--- config.mk ---
export PLATFORM = sky130hd
export DESIGN_NAME = key_press_classifier
export DESIGN_NICKNAME = d
export VERILOG_FILES = /design/src/kpc_pkg.sv /design/src/key_press_classifier.sv
export SDC_FILE = /design/constraint.sdc
export NUM_CORES = 1
export LEC_CHECK = 0
export ABC_AREA = 1
export BUFFER_PORTS_ARGS = -buffer_cell sky130_fd_sc_hd__buf_2
export CAP_MARGIN = 15
export CORE_MARGIN = 2
export CORE_UTILIZATION = 56
export CTS_CLUSTER_SIZE = 24
export DETAILED_ROUTE_END_ITERATION = 10
export GPL_ROUTABILITY_DRIVEN = 0
export GPL_TIMING_DRIVEN = 0
export PLACE_DENSITY = 0.77
export SYNTH_ARGS = -nofsm -noshare
export SYNTH_HDL_FRONTEND = slang
export SYNTH_SLANG_ARGS = --single-unit
--- constraint.sdc ---
create_clock -name i_clk -period 3.35 [get_ports i_clk]
set_clock_uncertainty 0.15 [all_clocks]
set_input_delay 0.335 -clock i_clk [delete_from_list [all_inputs] [get_ports i_clk]]
set_output_delay 0.335 -clock i_clk [all_outputs]
set_load 0.03 [all_outputs]
--- src/kpc_pkg.sv ---
// Shared types and constants for the key press classifier.
// No dependencies; imported by key_press_classifier.
`default_nettype none

package kpc_pkg;

    typedef logic [2:0] t_class;

    // Class codes seen on the result channel.
    localparam t_class CLASS_IDLE       = 3'd0;
    localparam t_class CLASS_COLLECTING = 3'd1;
    localparam t_class CLASS_SINGLE     = 3'd2;
    localparam t_class CLASS_DOUBLE     = 3'd3;
    localparam t_class CLASS_LONG       = 3'd4;

    // Configuration register indexes.
    localparam logic [2:0] REG_TICK_PERIOD     = 3'd0;
    localparam logic [2:0] REG_GAP_TIMEOUT     = 3'd1;
    localparam logic [2:0] REG_LONG_PRESS_TIME = 3'd2;
    localparam logic [2:0] REG_MIN_CLICK_TIME  = 3'd3;
    localparam logic [2:0] REG_MAX_CLICK_TIME  = 3'd4;

    localparam int CFG_DATA_W = 12;

    // Released time saturates here.
    localparam logic [8:0] RELEASED_MAX = 9'd511;

endpackage

`default_nettype wire

--- src/key_press_classifier.sv ---
// Single, double and long press detector: one key sample in, one class out per beat.
// Depends on kpc_pkg for class codes and register indexes.
`default_nettype none

// The block takes one sampled key level per input beat and returns one class per beat,
// at a sustained rate of one beat per clock cycle while o_stall is low. The classifier
// state is updated in the cycle the beat is accepted and its class is registered into
// the output buffer. A two-entry output buffer (output register plus skid register)
// lets the input keep flowing while the output is stalled until the skid entry fills;
// o_stall rises only when both entries are full. The configuration port is always
// ready and its writes take effect on the next input beat.
module key_press_classifier
    import kpc_pkg::*;
(
    input  wire                   i_clk,
    input  wire                   i_rst_n,
    // Input channel
    input  wire                   i_valid,
    output logic                  o_stall,
    input  wire                   i_key_down,
    // Result channel
    output logic                  o_valid,
    input  wire                   i_stall,
    output logic [2:0]            o_click_class,
    // Configuration write channel
    input  wire                   i_cfg_valid,
    output logic                  o_cfg_ready,
    input  wire  [2:0]            i_cfg_index,
    input  wire  [CFG_DATA_W-1:0] i_cfg_data
);

    // Configuration registers
    logic [7:0]  r_tick_period;
    logic [7:0]  r_gap_timeout;
    logic [11:0] r_long_press_time;
    logic [11:0] r_min_click_time;
    logic [11:0] r_max_click_time;

    // Classifier state
    logic        r_prev_level,    n_prev_level;
    logic [11:0] r_held_time,     n_held_time;
    logic [8:0]  r_released_time, n_released_time;
    logic [1:0]  r_click_count,   n_click_count;
    t_class      r_class,         n_class;

    // Output buffer
    logic        r_out_valid,  r_skid_valid;
    t_class      r_out_class,  r_skid_class;

    logic        w_in_accept;
    logic        w_out_pop;
    logic        w_cfg_write;
    logic [9:0]  w_rel_sum;
    logic [8:0]  w_rel_sat;
    logic [12:0] w_held_sum;
    t_class      w_class_mid;

    assign o_cfg_ready = 1'b1;
    assign w_cfg_write = i_cfg_valid & o_cfg_ready;

    assign o_stall     = r_skid_valid;
    assign w_in_accept = i_valid & ~r_skid_valid;
    assign w_out_pop   = r_out_valid & ~i_stall;

    assign o_valid       = r_out_valid;
    assign o_click_class = r_out_class;

    assign w_rel_sum  = {1'b0, r_released_time} + {2'b00, r_tick_period};
    assign w_rel_sat  = (w_rel_sum > {1'b0, RELEASED_MAX}) ? RELEASED_MAX : w_rel_sum[8:0];
    assign w_held_sum = {1'b0, r_held_time} + {5'b00000, r_tick_period};

    always_comb begin
        n_prev_level    = r_prev_level;
        n_held_time     = r_held_time;
        n_released_time = r_released_time;
        n_click_count   = r_click_count;
        n_class         = r_class;
        // A press edge restarts collection before the per-level update.
        w_class_mid = (!r_prev_level && i_key_down) ? CLASS_COLLECTING : r_class;
        if (w_in_accept) begin
            n_prev_level = i_key_down;
            n_class      = w_class_mid;
            if (w_class_mid == CLASS_COLLECTING) begin
                case ({r_prev_level, i_key_down})
                    2'b00: begin
                        if (w_rel_sat >= {1'b0, r_gap_timeout}) begin
                            n_released_time = '0;
                            n_held_time     = '0;
                            if (r_click_count == 2'd1) begin
                                n_class = CLASS_SINGLE;
                            end else if (r_click_count == 2'd2) begin
                                n_class = CLASS_DOUBLE;
                            end
                            n_click_count = '0;
                        end else begin
                            n_released_time = w_rel_sat;
                        end
                    end
                    2'b01: begin
                        n_held_time = '0;
                    end
                    2'b11: begin
                        if (w_held_sum >= {1'b0, r_long_press_time}) begin
                            n_held_time = r_long_press_time;
                            n_class     = CLASS_LONG;
                        end else begin
                            n_held_time = w_held_sum[11:0];
                        end
                    end
                    default: begin
                        // Release: a press of valid length counts a click.
                        if (r_held_time > r_min_click_time && r_held_time < r_max_click_time
                            && r_click_count != 2'd3) begin
                            n_click_count = r_click_count + 2'd1;
                        end
                        n_released_time = '0;
                    end
                endcase
            end
        end
    end

    always_ff @(posedge i_clk) begin
        if (!i_rst_n) begin
            r_prev_level    <= 1'b1;
            r_held_time     <= '0;
            r_released_time <= '0;
            r_click_count   <= '0;
            r_class         <= CLASS_IDLE;
        end else begin
            r_prev_level    <= n_prev_level;
            r_held_time     <= n_held_time;
            r_released_time <= n_released_time;
            r_click_count   <= n_click_count;
            r_class         <= n_class;
        end
    end

    always_ff @(posedge i_clk) begin
        if (!i_rst_n) begin
            r_tick_period     <= 8'd10;
            r_gap_timeout     <= 8'd200;
            r_long_press_time <= 12'd2000;
            r_min_click_time  <= 12'd30;
            r_max_click_time  <= 12'd1000;
        end else if (w_cfg_write) begin
            case (i_cfg_index)
                REG_TICK_PERIOD:     r_tick_period     <= i_cfg_data[7:0];
                REG_GAP_TIMEOUT:     r_gap_timeout     <= i_cfg_data[7:0];
                REG_LONG_PRESS_TIME: r_long_press_time <= i_cfg_data;
                REG_MIN_CLICK_TIME:  r_min_click_time  <= i_cfg_data;
                REG_MAX_CLICK_TIME:  r_max_click_time  <= i_cfg_data;
                default: ;
            endcase
        end
    end

    // Two-entry output buffer; the skid entry only fills while the output is stalled.
    always_ff @(posedge i_clk) begin
        if (!i_rst_n) begin
            r_out_valid  <= 1'b0;
            r_skid_valid <= 1'b0;
        end else begin
            if (w_out_pop) begin
                if (r_skid_valid) begin
                    r_skid_valid <= 1'b0;
                end else begin
                    r_out_valid <= w_in_accept;
                end
            end else if (w_in_accept) begin
                if (!r_out_valid) begin
                    r_out_valid <= 1'b1;
                end else begin
                    r_skid_valid <= 1'b1;
                end
            end
        end
    end

    always_ff @(posedge i_clk) begin
        if (w_out_pop) begin
            r_out_class <= r_skid_valid ? r_skid_class : n_class;
        end else if (w_in_accept) begin
            if (!r_out_valid) begin
                r_out_class <= n_class;
            end else begin
                r_skid_class <= n_class;
            end
        end
    end

endmodule

`default_nettype wire

==> results of run 1 <==
[cell usage after synthesis (all sizes together)]
cell,n
nor3,8
edfxtp,6
and2,1
nor3b,1
buf,7
nor4b,1
o21a,3
o2111ai,1
nand3,47
ha,65
dfxtp,81
inv,115
and3,1
a21oi,76
or2,2
conb,1
xnor2,3
clkbuf,12
nand3b,4
nor2,70
nand2,160
o211ai,18
a31oi,1
fa,2
a211oi,1
o21bai,5
a21boi,1
o21ai,47
xor2,12
nand4,8
[routing by layer]
metal,vias to the layer above,global-route usage
li1,2608,-
met1,2548,0.352
met2,283,0.465
met3,68,0.0501
met4,0,0.0965
met5,-,0
[power groups by stage]
stage	Combinational (µW)	Clock (µW)	Sequential, µW
after floorplan	152	0	1120
after global routing	303	710	1090
after global placement	230	0	1110
after detailed placement	239	0	1110
after CTS	244	660	1090
final	275	668	1090
[worst min-delay path by stage]
stage / cells past startpoint / from / slack [ns] / end
2_1_floorplan: 2 / r_gap_timeout[1] / 0.29 / r_gap_timeout[1]
3_3_place_gp: 2 / r_min_click_time[6] / 0.30 / r_min_click_time[6]
3_5_place_dp: 2 / r_min_click_time[5] / 0.30 / r_min_click_time[5]
4_1_cts: 3 / i_cfg_data[10] / 0.07 / r_long_press_time[10]
5_1_grt: 3 / i_cfg_data[9] / 0.09 / r_max_click_time[9]
6_report: 3 / i_cfg_data[10] / 0.06 / r_long_press_time[10]
[state kept, by name, summed over array words and instances, names as in the netlist]
register / flops
r_gap_timeout: 8
r_min_click_time: 12
r_max_click_time: 12
o_stall: 1
r_click_count: 2
o_click_class: 3
r_skid_class: 3
r_prev_level: 1
o_valid: 1
r_released_time: 9
r_tick_period: 8
r_held_time: 12
r_class: 3
r_long_press_time: 12
[kinds of logic after synthesis]
kind of cell	count (synthesis)	synth area share
and+or+nand+nor	303	0.250
adders and majority gates	67	0.153
buffers and inverters	134	0.0946
AOI/OAI and AO/OA	153	0.157
other	1	0.000670
DFF	87	0.322
xor gates and xnor gates	15	0.0235
[critical path: stages (launching register included)]
cell and delay (ns):
sky130_fd_sc_hd__dfxtp_4 0.38, sky130_fd_sc_hd__ha_4 0.18, sky130_fd_sc_hd__fa_2 0.41, sky130_fd_sc_hd__buf_4 0.15, sky130_fd_sc_hd__nand4_1 0.09, sky130_fd_sc_hd__o211ai_1 0.12
sky130_fd_sc_hd__xor2_1 0.24, sky130_fd_sc_hd__inv_1 0.10, sky130_fd_sc_hd__ha_4 0.22, sky130_fd_sc_hd__nand2_1 0.05, sky130_fd_sc_hd__nand2_1 0.05, sky130_fd_sc_hd__a21oi_1 0.14
sky130_fd_sc_hd__nand2_1 0.07, sky130_fd_sc_hd__nor2_1 0.09, sky130_fd_sc_hd__nand2_1 0.08, sky130_fd_sc_hd__nand2_1 0.10, sky130_fd_sc_hd__nand2_2 0.07, sky130_fd_sc_hd__nand2_4 0.14
sky130_fd_sc_hd__nand2_8 0.10, sky130_fd_sc_hd__buf_12 0.17, sky130_fd_sc_hd__nand2_4 0.06, sky130_fd_sc_hd__nand3_2 0.10, sky130_fd_sc_hd__a21oi_2 0.16
[cells in the final DEF, fill, tap and decap left out, types with 4 or more instances in the layout]
master	n
sky130_fd_sc_hd__buf_2	26
sky130_fd_sc_hd__clkbuf_8	10
sky130_fd_sc_hd__dfxtp_1	69
sky130_fd_sc_hd__dfxtp_2	8
sky130_fd_sc_hd__inv_1	108
sky130_fd_sc_hd__dfxtp_4	4
sky130_fd_sc_hd__nand3_1	30
sky130_fd_sc_hd__xor2_1	10
sky130_fd_sc_hd__nand4_1	7
sky130_fd_sc_hd__o211ai_1	18
sky130_fd_sc_hd__a21oi_2	14
sky130_fd_sc_hd__o21ai_0	44
sky130_fd_sc_hd__o21bai_1	5
sky130_fd_sc_hd__nand3_4	6
sky130_fd_sc_hd__nor2_4	6
sky130_fd_sc_hd__nor2_2	8
sky130_fd_sc_hd__nor2_1	56
sky130_fd_sc_hd__nand2_4	14
sky130_fd_sc_hd__nand3b_1	4
sky130_fd_sc_hd__nand2_2	20
sky130_fd_sc_hd__a21oi_1	61
sky130_fd_sc_hd__buf_4	18
sky130_fd_sc_hd__clkbuf_1	14
sky130_fd_sc_hd__ha_4	12
sky130_fd_sc_hd__ha_1	53
sky130_fd_sc_hd__nand3_2	11
sky130_fd_sc_hd__nand2_1	125
sky130_fd_sc_hd__nor3_1	7
sky130_fd_sc_hd__edfxtp_1	6
sky130_fd_sc_hd__inv_2	6
[timing repair]
| item | 4_1_cts | 5_1_grt |
|---|---|---|
| setup endpoints to repair | 31 | 31 |
| resized for setup | 32 | 105 |
| buffers inserted | 5 | 14 |
| cloned | 0 | 2 |
| pin swaps | 5 | 50 |
[cell type report]
| class | count | area [µm²] | share of cell area |
|---|---|---|---|
| multi-input cells | 539 | 3770 | 0.554 |
| clock inverters | 3 | 21.3 | 0.00312 |
| well taps | 133 | 166 | 0.0244 |
| inverters | 115 | 434 | 0.0638 |
| repair buffers | 46 | 325 | 0.0478 |
| plain buffers | 19 | 126 | 0.0186 |
| flip-flops and latches | 87 | 1830 | 0.268 |
| clock buffers | 12 | 135 | 0.0199 |
[stage by stage]
stage          setup TNS, ns  total power, µW
3_3_place_gp           -6.33             1340
4_1_cts                    0             1990
5_1_grt                -4.93             2110
6_report               -1.64             2030
3_5_place_dp           -9.93             1350
2_1_floorplan              0             1270
==> reports/results.md, run 1 <==
• **fill cell total of the finished layout** 727
• **setup slack at placement** -0.575 ns
• **Routed Wire Length** 16200 µm
• **Post-Place Cell Area** 5890 µm²
• **Register-to-Register Path Depth** 22
• **largest area contributor in the netlist** sky130_fd_sc_hd__dfxtp_1
• **Synth Warn #** 0
• **largest fanout on the critical path** 5
• **combined area of all synthesized cells** 5600 µm²
• **final worst hold slack** 0.0567 ns
• **die area** 10800 µm²
• **utilization after layout** 0.700
• **sum of net half-perimeters after detailed placement** 11100 µm
• **clock group share of total power** 0.329
• **Post-route DRC** 0
• **number of instances in the synthesized netlist** 760
• **internal power contribution** 1430 µW
• **floorplan die width** 104 µm
• **clock slew at reported path FFs** 0.09 ns
• **Switching Power** 603 µW
• **endpoint class of the critical path** flop
• **category of the critical setup timing path** reg2reg
• **row cnt** 36
• **total placed cells including tap cells** 918
• **distinct cell type count after synthesis** 43
• **mean post-synth cell area** 7.36 µm²
• **Leak** 0.00317 µW
• **number of antenna violations at the first check in global routing** 0
• **post-route ant nets** 0
• **clock latency on the worst-skew pair** 0.38 ns
• **setup repair after global routing missed its margin** yes
• **WL met3** 1340 µm
• **Sw Ratio** 0.297
• **count of clock tree sinks** 87
• **Critical Path Start** r_tick_period[0]
• **Power per Cell Area** 299 nW/µm²
• **Boundary Pins** 27
• **share of the cycle needed by the critical path after routing** 1.05
• **Reg2Reg Setup Slack** -0.15 ns
• **total overflow reported by the global router** 0
• **Area contributors post-synth** sky130_fd_sc_hd__dfxtp_1 29%, sky130_fd_sc_hd__ha_1 15%, sky130_fd_sc_hd__nand2_1 11%
• **vias** 5507
• **global-route wire length before repair** 24000 µm
• **count of antenna diodes in the layout** 0
• **minimum setup slack in the final design** -0.152 ns
• **CTS buffer count** 9
• **share of the yosys chip area belonging to registers** 0.322
• **maximum capacitance violations** 0
• **hold violation count in the final report** 0
• **detail-routed net length per standard cell** 16.9 µm
• **core area** 9730 µm²
• **highest layer used for signal routing** met4
• **R2R Path End** r_held_time[7]
• **met2 WL post-DR** 7780 µm
• **number of detailed-routing iterations run before antenna repair** 5
• **post-synthesis to final-layout area growth** 21.6%
• **via count of the first global-routing pass** 5055
• **data arrival time of the critical path** 3.66 ns
• **maximum number of pins on one net before global-route repair** 14
• **share of the synthesized area in the top cell type** 0.290
• **syn nets** 848
• **CTS tree** built
• **number of max-slew violations in the final report** 0
• **1st-iter DRT viols** 537
• **CP endpoint** r_held_time[7]
• **fraction of power consumed by combinational cells** 0.135
• **violations in the final reports** setup timing
• **part of the total power dissipated in sequential elements** 0.536
• **launching element type of the critical path** flop
• **final cell count without fillers** 954
• **Max clock buf depth** 2
• **final worst path period need** 3.50 ns
• **Yosys reg bits** 87
• **Least-Margin Pin Slew** 0.726 ns
• **launching point of the worst reg2reg path** r_tick_period[0]
• **hold_buf cts** 0
• **status** finished, violations left
• **Routed met1 length** 6420 µm
• **Initial Utilization** 0.575
• **worst IR drop on VDD** 0.188 mV
• **Port Buf Inserts** 25
• **final setup violation count** 16
• **worst hold path class** in2reg
• **share of final-layout standard cells stronger than drive strength 1** 0.229
• **height of the die** 104 µm
• **fin nets** 905
• **level count of the clock H-tree** 3
• **post-route design area** 6810 µm²
• **FMAX** 286 MHz
• **root buffer cell** sky130_fd_sc_hd__clkbuf_8
• **critical path data required time** 3.51 ns
• **via density per instance** 5.77
• **worst slew margin relative to its limit** 0.512
• **GRT Overall Usage** 0.275
Power figures use the tool's default switching activity.
==> inputs of run 2 (changes only) <==
--- a/config.mk
+++ b/config.mk
@@ -9,12 +9,13 @@
 export BUFFER_PORTS_ARGS = -buffer_cell sky130_fd_sc_hd__buf_2
 export CAP_MARGIN = 15
 export CORE_MARGIN = 2
-export CORE_UTILIZATION = 56
+export CORE_UTILIZATION = 60
 export CTS_CLUSTER_SIZE = 24
 export DETAILED_ROUTE_END_ITERATION = 10
-export GPL_ROUTABILITY_DRIVEN = 0
+export GPL_ROUTABILITY_DRIVEN = 1
 export GPL_TIMING_DRIVEN = 0
-export PLACE_DENSITY = 0.77
+export PLACE_DENSITY = 0.78
+export REMOVE_ABC_BUFFERS = 1
 export SYNTH_ARGS = -nofsm -noshare
 export SYNTH_HDL_FRONTEND = slang
 export SYNTH_SLANG_ARGS = --single-unit
==> constraint.sdc (replaced) <==
create_clock -name i_clk -period 3.8 [get_ports i_clk]
set_clock_uncertainty 0.15 [all_clocks]
set_input_delay 0.38 -clock i_clk [delete_from_list [all_inputs] [get_ports i_clk]]
set_output_delay 0.38 -clock i_clk [all_outputs]
set_load 0.03 [all_outputs]
==> reports/results.md, run 2 (synthesis gave the netlist of run 1 again) <==
• **category of the critical setup timing path** reg2reg
• **clock latency on the worst-skew pair** 0.37 ns
• **slowest cell on the critical path** sky130_fd_sc_hd__dfxtp_1
• **area taken by flip-flops and latches** 1810 µm²
• **most common cell after layout, fill and taps aside** sky130_fd_sc_hd__nand2_1
• **Reg2Reg Setup Slack** 0.20 ns
• **detail-routed net length per standard cell** 15.1 µm
• **hold violation count in the final report** 0
• **number of max-slew violations in the final report** 0
• **critical path data required time** 3.86 ns
• **Boundary Pins** 27
• **Power per Cell Area** 314 nW/µm²
• **CTS buffer count** 9
• **minimum setup slack in the final design** 0.200 ns
• **Leak** 0.00298 µW
• **root buffer cell** sky130_fd_sc_hd__clkbuf_8
• **share of final-layout standard cells stronger than drive strength 1** 0.129
• **final setup violation count** 0
• **status** finished clean
• **via density per instance** 5.58
• **Total Power** 1940 µW
• **count of antenna diodes in the layout** 0
• **die area** 10100 µm²
• **Routed Wire Length** 13600 µm
• **Crit path top cell by count** sky130_fd_sc_hd__nand2_1
• **number of antenna violations at the first check in global routing** 0
• **final worst hold slack** 0.104 ns
• **count of clock tree sinks** 87
• **worst IR drop on VDD** 0.204 mV
• **endpoint class of the critical path** flop
• **height of the die** 101 µm
• **floorplan die width** 101 µm
• **worst hold path class** in2reg
• **core area** 9150 µm²
• **Max clock buf depth** 2
• **final weighted congestion in routability-driven placement** 0.904
• **biggest cell delay along the critical path** 0.36 ns
• **clock slew at reported path FFs** 0.09 ns
• **worst path bufs/invs** 4
• **FMAX** 278 MHz
• **largest fanout on the critical path** 7
• **setup slack at placement** -0.287 ns
• **commonest cells after routing, fill and taps aside** 154 x sky130_fd_sc_hd__nand2_1, 111 x sky130_fd_sc_hd__inv_1, 78 x sky130_fd_sc_hd__dfxtp_1, 64 x sky130_fd_sc_hd__a21oi_1
• **hold_buf cts** 0
• **Initial Utilization** 0.611
• **via count of the first global-routing pass** 4964
• **row cnt** 35
• **Crit path max-delay family** simple AND/OR/NAND/NOR gates
• **vias** 5020
• **global-route wire length before repair** 22600 µm
• **data arrival time of the critical path** 3.66 ns
• **launching element type of the critical path** flop
• **post-synthesis to final-layout area growth** 10.6%
• **total overflow reported by the global router** 0
• **GRT Overall Usage** 0.280
• **CTS tree** built
• **number of detailed-routing iterations run before antenna repair** 6
• **Post-route DRC** 0
• **Least-Margin Pin Slew** 0.911 ns
• **worst slew margin relative to its limit** 0.390
• **area of the multi-input gates** 3340 µm²
• **fin nets** 872
• **maximum number of pins on one net before global-route repair** 51
• **sum of net half-perimeters after detailed placement** 10000 µm
• **Port Buf Inserts** 25
• **post-route ant nets** 0
• **maximum capacitance violations** 0
• **level count of the clock H-tree** 3
• **1st-iter DRT viols** 208
• **share of the cycle needed by the critical path after routing** 0.947
• **final worst path period need** 3.60 ns
• **fill cell total of the finished layout** 759
run 2: changes by cell type in the layout (fill, tap and decap cells not counted), sizes merged:
cell	previous run	this run
clkbuf	26	11
inv	115	117
buf	51	32
bufinv	0	2
clkinv	2	0
run 2: layout make-up:
cell class,count,share of cell area
Tap cell,111,0.0224
Clock inverter,5,0.0142
Multi-Input combinational cell,539,0.539
Sequential cell,87,0.292
Inverter,115,0.0698
Clock buffer,11,0.0245
Timing Repair Buffer,32,0.0380
run 2: final timing paths:
kind	start	to	cells after the start
min	i_cfg_data[9]	r_max_click_time[9]	3
min reg2reg	r_min_click_time[8]	r_min_click_time[8]	2
max reg2reg	r_held_time[0]	o_click_class[0]	25
max	r_held_time[0]	o_click_class[0]	25
run 2: worst reg2reg max path: cells and delay by family (launching register included):
family | cells | cell delay (ns)
buffers and inverters | 4 | 0.28
AOI/OAI and AO/OA | 2 | 0.30
adders and majority gates | 3 | 0.89
DFF | 1 | 0.36
and+or+nand+nor | 15 | 1.27
xor gates and xnor gates | 1 | 0.18
run 2: timing repair:
action / CTS / global route
pin swaps: 0 / 4
resized for setup: 3 / 20
setup buffers: 0 / 6
setup endpoints to repair: 16 / 29
endpoints found under the hold margin: 0 / 0
run 2: routing by layer:
layer	share of wire	vias up	track usage
met5	0	-	0
met4	0.037	0	0.135
met3	0.045	43	0.0333
met2	0.50	130	0.502
met1	0.41	2304	0.332
li1	-	2543	-
run 2: metrics by stage:
stage | instance area, µm² | TNS (ns) | utilization | cells
after global placement | 5760 | -0.995 | 0.630 | 877
after floorplan | 5500 | 0 | - | 741
final | 6190 | 0 | 0.676 | 900
after CTS | 6050 | 0 | 0.661 | 894
after global routing | 6190 | -0.0602 | 0.676 | 900
after detailed placement | 5790 | -1.62 | 0.633 | 878
run 2: power breakdown:
group / internal (µW) / total [µW] / switching (µW)
logic: 70.5 / 213 / 142
registers: 947 / 961 / 13.4
clock network: 413 / 770 / 356
total: 1430 / 1940 / 512
==> inputs of run 3 (changes only) <==
--- a/config.mk
+++ b/config.mk
@@ -5,7 +5,6 @@
 export SDC_FILE = /design/constraint.sdc
 export NUM_CORES = 1
 export LEC_CHECK = 0
-export ABC_AREA = 1
 export BUFFER_PORTS_ARGS = -buffer_cell sky130_fd_sc_hd__buf_2
 export CAP_MARGIN = 15
 export CORE_MARGIN = 2
==> reports/results.md, run 3 <==
• **Area contributors post-synth** sky130_fd_sc_hd__dfxtp_1 31%, sky130_fd_sc_hd__ha_1 15%, sky130_fd_sc_hd__nand2_1 8.8%
• **area taken by flip-flops and latches** 1810 µm²
• **row cnt** 34
• **Crit path max-delay family** compound AO/OA/AOI/OAI gates
• **GRT Overall Usage** 0.273
• **final worst path period need** 3.73 ns
• **most common cell after layout, fill and taps aside** sky130_fd_sc_hd__nand2_1
• **Synth Warn #** 0
• **count of antenna diodes in the layout** 0
• **global-route wire length before repair** 21200 µm
• **total overflow reported by the global router** 0
• **commonest cells after routing, fill and taps aside** 123 x sky130_fd_sc_hd__nand2_1, 75 x sky130_fd_sc_hd__dfxtp_1, 60 x sky130_fd_sc_hd__ha_1, 55 x sky130_fd_sc_hd__a21oi_1, 55 x sky130_fd_sc_hd__inv_1
• **most used flip-flop cell after synthesis** sky130_fd_sc_hd__dfxtp_1
• **number of instances in the synthesized netlist** 644
• **sum of net half-perimeters after detailed placement** 8940 µm
• **launching element type of the critical path** flop
• **count of clock tree sinks** 87
• **maximum capacitance violations** 0
• **Port Buf Inserts** 25
• **vias** 4687
• **Power per Cell Area** 309 nW/µm²
• **share of the cycle needed by the critical path after routing** 0.983
• **final cell count without fillers** 788
• **minimum setup slack in the final design** 0.0657 ns
• **number of detailed-routing iterations run before antenna repair** 5
• **critical path data required time** 3.92 ns
• **total placed cells including tap cells** 756
• **Reg2Reg Setup Slack** 0.07 ns
• **post-synthesis to final-layout area growth** 13.9%
• **worst slew margin relative to its limit** 0.415
• **maximum number of pins on one net before global-route repair** 32
• **die area** 9530 µm²
• **area of the multi-input gates** 3340 µm²
• **share of final-layout standard cells stronger than drive strength 1** 0.138
• **hold path cells** 3
• **crit path cell chain** ha_1 -> a211oi_2 -> o21ai_1 -> a22oi_2 -> buf_4 -> nand2_1 -> ha_1 -> a2111oi_4 -> o31ai_2 -> a2111o_1 -> a21oi_4 -> buf_12 -> nand2_1 -> o21ai_0
• **fill cell total of the finished layout** 679
• **Async SR Flop Fraction** 0
• **hold violation count in the final report** 0
• **largest area contributor in the netlist** sky130_fd_sc_hd__dfxtp_1
• **FMAX** 268 MHz
• **commonest cells in the netlist** 123 x sky130_fd_sc_hd__nand2_1, 81 x sky130_fd_sc_hd__dfxtp_1, 65 x sky130_fd_sc_hd__ha_1, 60 x sky130_fd_sc_hd__a21oi_1, 55 x sky130_fd_sc_hd__inv_1
• **most frequent cell after synthesis** sky130_fd_sc_hd__nand2_1
• **Max clock buf depth** 2
• **setup slack at placement** -0.967 ns
• **share of the synthesized area in the top cell type** 0.308
• **Leak** 0.00264 µW
• **worst-case hold path end point** r_max_click_time[8]
• **1st-iter DRT viols** 255
• **endpoint class of the critical path** flop
• **biggest cell delay along the critical path** 0.42 ns
• **Initial Utilization** 0.612
• **CTS tree** built
• **Yosys reg bits** 87
• **largest fanout on the critical path** 11
• **combined area of all synthesized cells** 5260 µm²
• **distinct cell type count after synthesis** 53
• **Routed Wire Length** 12900 µm
• **mean post-synth cell area** 8.17 µm²
• **final weighted congestion in routability-driven placement** 0.925
• **Least-Margin Pin Slew** 0.873 ns
• **worst hold path class** in2reg
• **number of antenna violations at the first check in global routing** 0
• **floorplan die width** 97.6 µm
• **data arrival time of the critical path** 3.86 ns
• **number of enable flip-flop cells after synthesis** 6
• **CTS buffer count** 9
• **worst IR drop on VDD** 0.216 mV
• **Hold Crit Start** i_cfg_data[8]
• **slowest cell on the critical path** sky130_fd_sc_hd__a2111o_1
• **R2R Path End** r_held_time[4]
• **via count of the first global-routing pass** 4516
• **height of the die** 97.6 µm
• **fin nets** 763
• **level count of the clock H-tree** 3
• **post-route ant nets** 0
• **final setup violation count** 0
• **Post-route DRC** 0
• **clock latency on the worst-skew pair** 0.36 ns
• **Total Power** 1850 µW
• **Register-to-Register Path Depth** 14
• **launching point of the worst reg2reg path** r_tick_period[1]
• **status** finished clean
• **clock slew at reported path FFs** 0.09 ns
• **detail-routed net length per standard cell** 16.4 µm
• **category of the critical setup timing path** reg2reg
• **worst path bufs/invs** 2
• **final worst hold slack** 0.126 ns
• **Boundary Pins** 27
• **via density per instance** 5.95
• **share of the yosys chip area belonging to registers** 0.343
• **number of max-slew violations in the final report** 0
• **core area** 8590 µm²
• **root buffer cell** sky130_fd_sc_hd__clkbuf_8
## run 3: logic make-up (layout without fill, tap and decap cells)
logic type | Yosys count | after routing | synth area share
AOI/OAI and AO/OA | 172 | 173 | 0.209
xor gates and xnor gates | 15 | 15 | 0.0250
adders and majority gates | 67 | 67 | 0.162
buffers and inverters | 78 | 113 | 0.0573
DFF | 87 | 87 | 0.343
muxes | 14 | 14 | 0.0271
other | 1 | 1 | 0.000713
and+or+nand+nor | 210 | 210 | 0.176
## run 3: layout make-up
cell class	instances	share of cell area
flip-flops and latches	87	0.302
clock inverters	4	0.0117
well taps	108	0.0226
inverters	56	0.0351
clock buffers	12	0.0242
repair buffers	41	0.0470
multi-input cells	480	0.557
## run 3: routing by layer
| metal | up-vias | wire length, µm | track usage |
|---|---|---|---|
| li1 | 2319 | - | - |
| met1 | 2192 | 5650 | 0.345 |
| met2 | 136 | 6230 | 0.467 |
| met3 | 40 | 629 | 0.0475 |
| met4 | 0 | 414 | 0.0994 |
| met5 | - | 0 | 0 |
## run 3: worst max-delay path by stage
stage                          start            endpoint  slack [ns]  cells after the start
floorplan           r_tick_period[0]    o_click_class[2]       -0.29                     15
global placement    r_tick_period[0]    o_click_class[2]       -0.86                     15
detailed placement  r_tick_period[0]    o_click_class[2]       -0.97                     15
CTS                 r_tick_period[4]  r_released_time[1]        0.03                     12
global route        r_tick_period[0]  r_released_time[1]       -0.06                     15
finish              r_tick_period[1]      r_held_time[4]        0.07                     14
## run 3: per-stage QoR
stage | TNS (ns) | util | area, µm²
floorplan | -0.370 | - | 5170
global placement | -14.21 | 0.632 | 5430
detailed placement | -16.76 | 0.635 | 5460
CTS | 0 | 0.677 | 5820
global route | -0.731 | 0.697 | 5990
finish | 0 | 0.697 | 5990
## run 3: power breakdown
part	leakage [µW]	total, µW	internal (µW)	switching [µW]
clock network	0.000110	715	387	328
registers	0.000718	955	942	12.8
logic	0.00181	182	64.8	117
## run 3: repair_timing
| item | CTS | global route |
|---|---|---|
| pin swaps | 3 | 14 |
| endpoints found under the setup margin | 31 | 26 |
| buffers inserted | 7 | 8 |
| hold buffers | 0 | 0 |
| resized for setup | 17 | 31 |
| cloned | 1 | 0 |
## run 3: tightest hold or removal path, cell delays in order
cell,delay [ns]
sky130_fd_sc_hd__buf_2,0.10
sky130_fd_sc_hd__nand2_1,0.05
sky130_fd_sc_hd__o211ai_1,0.08
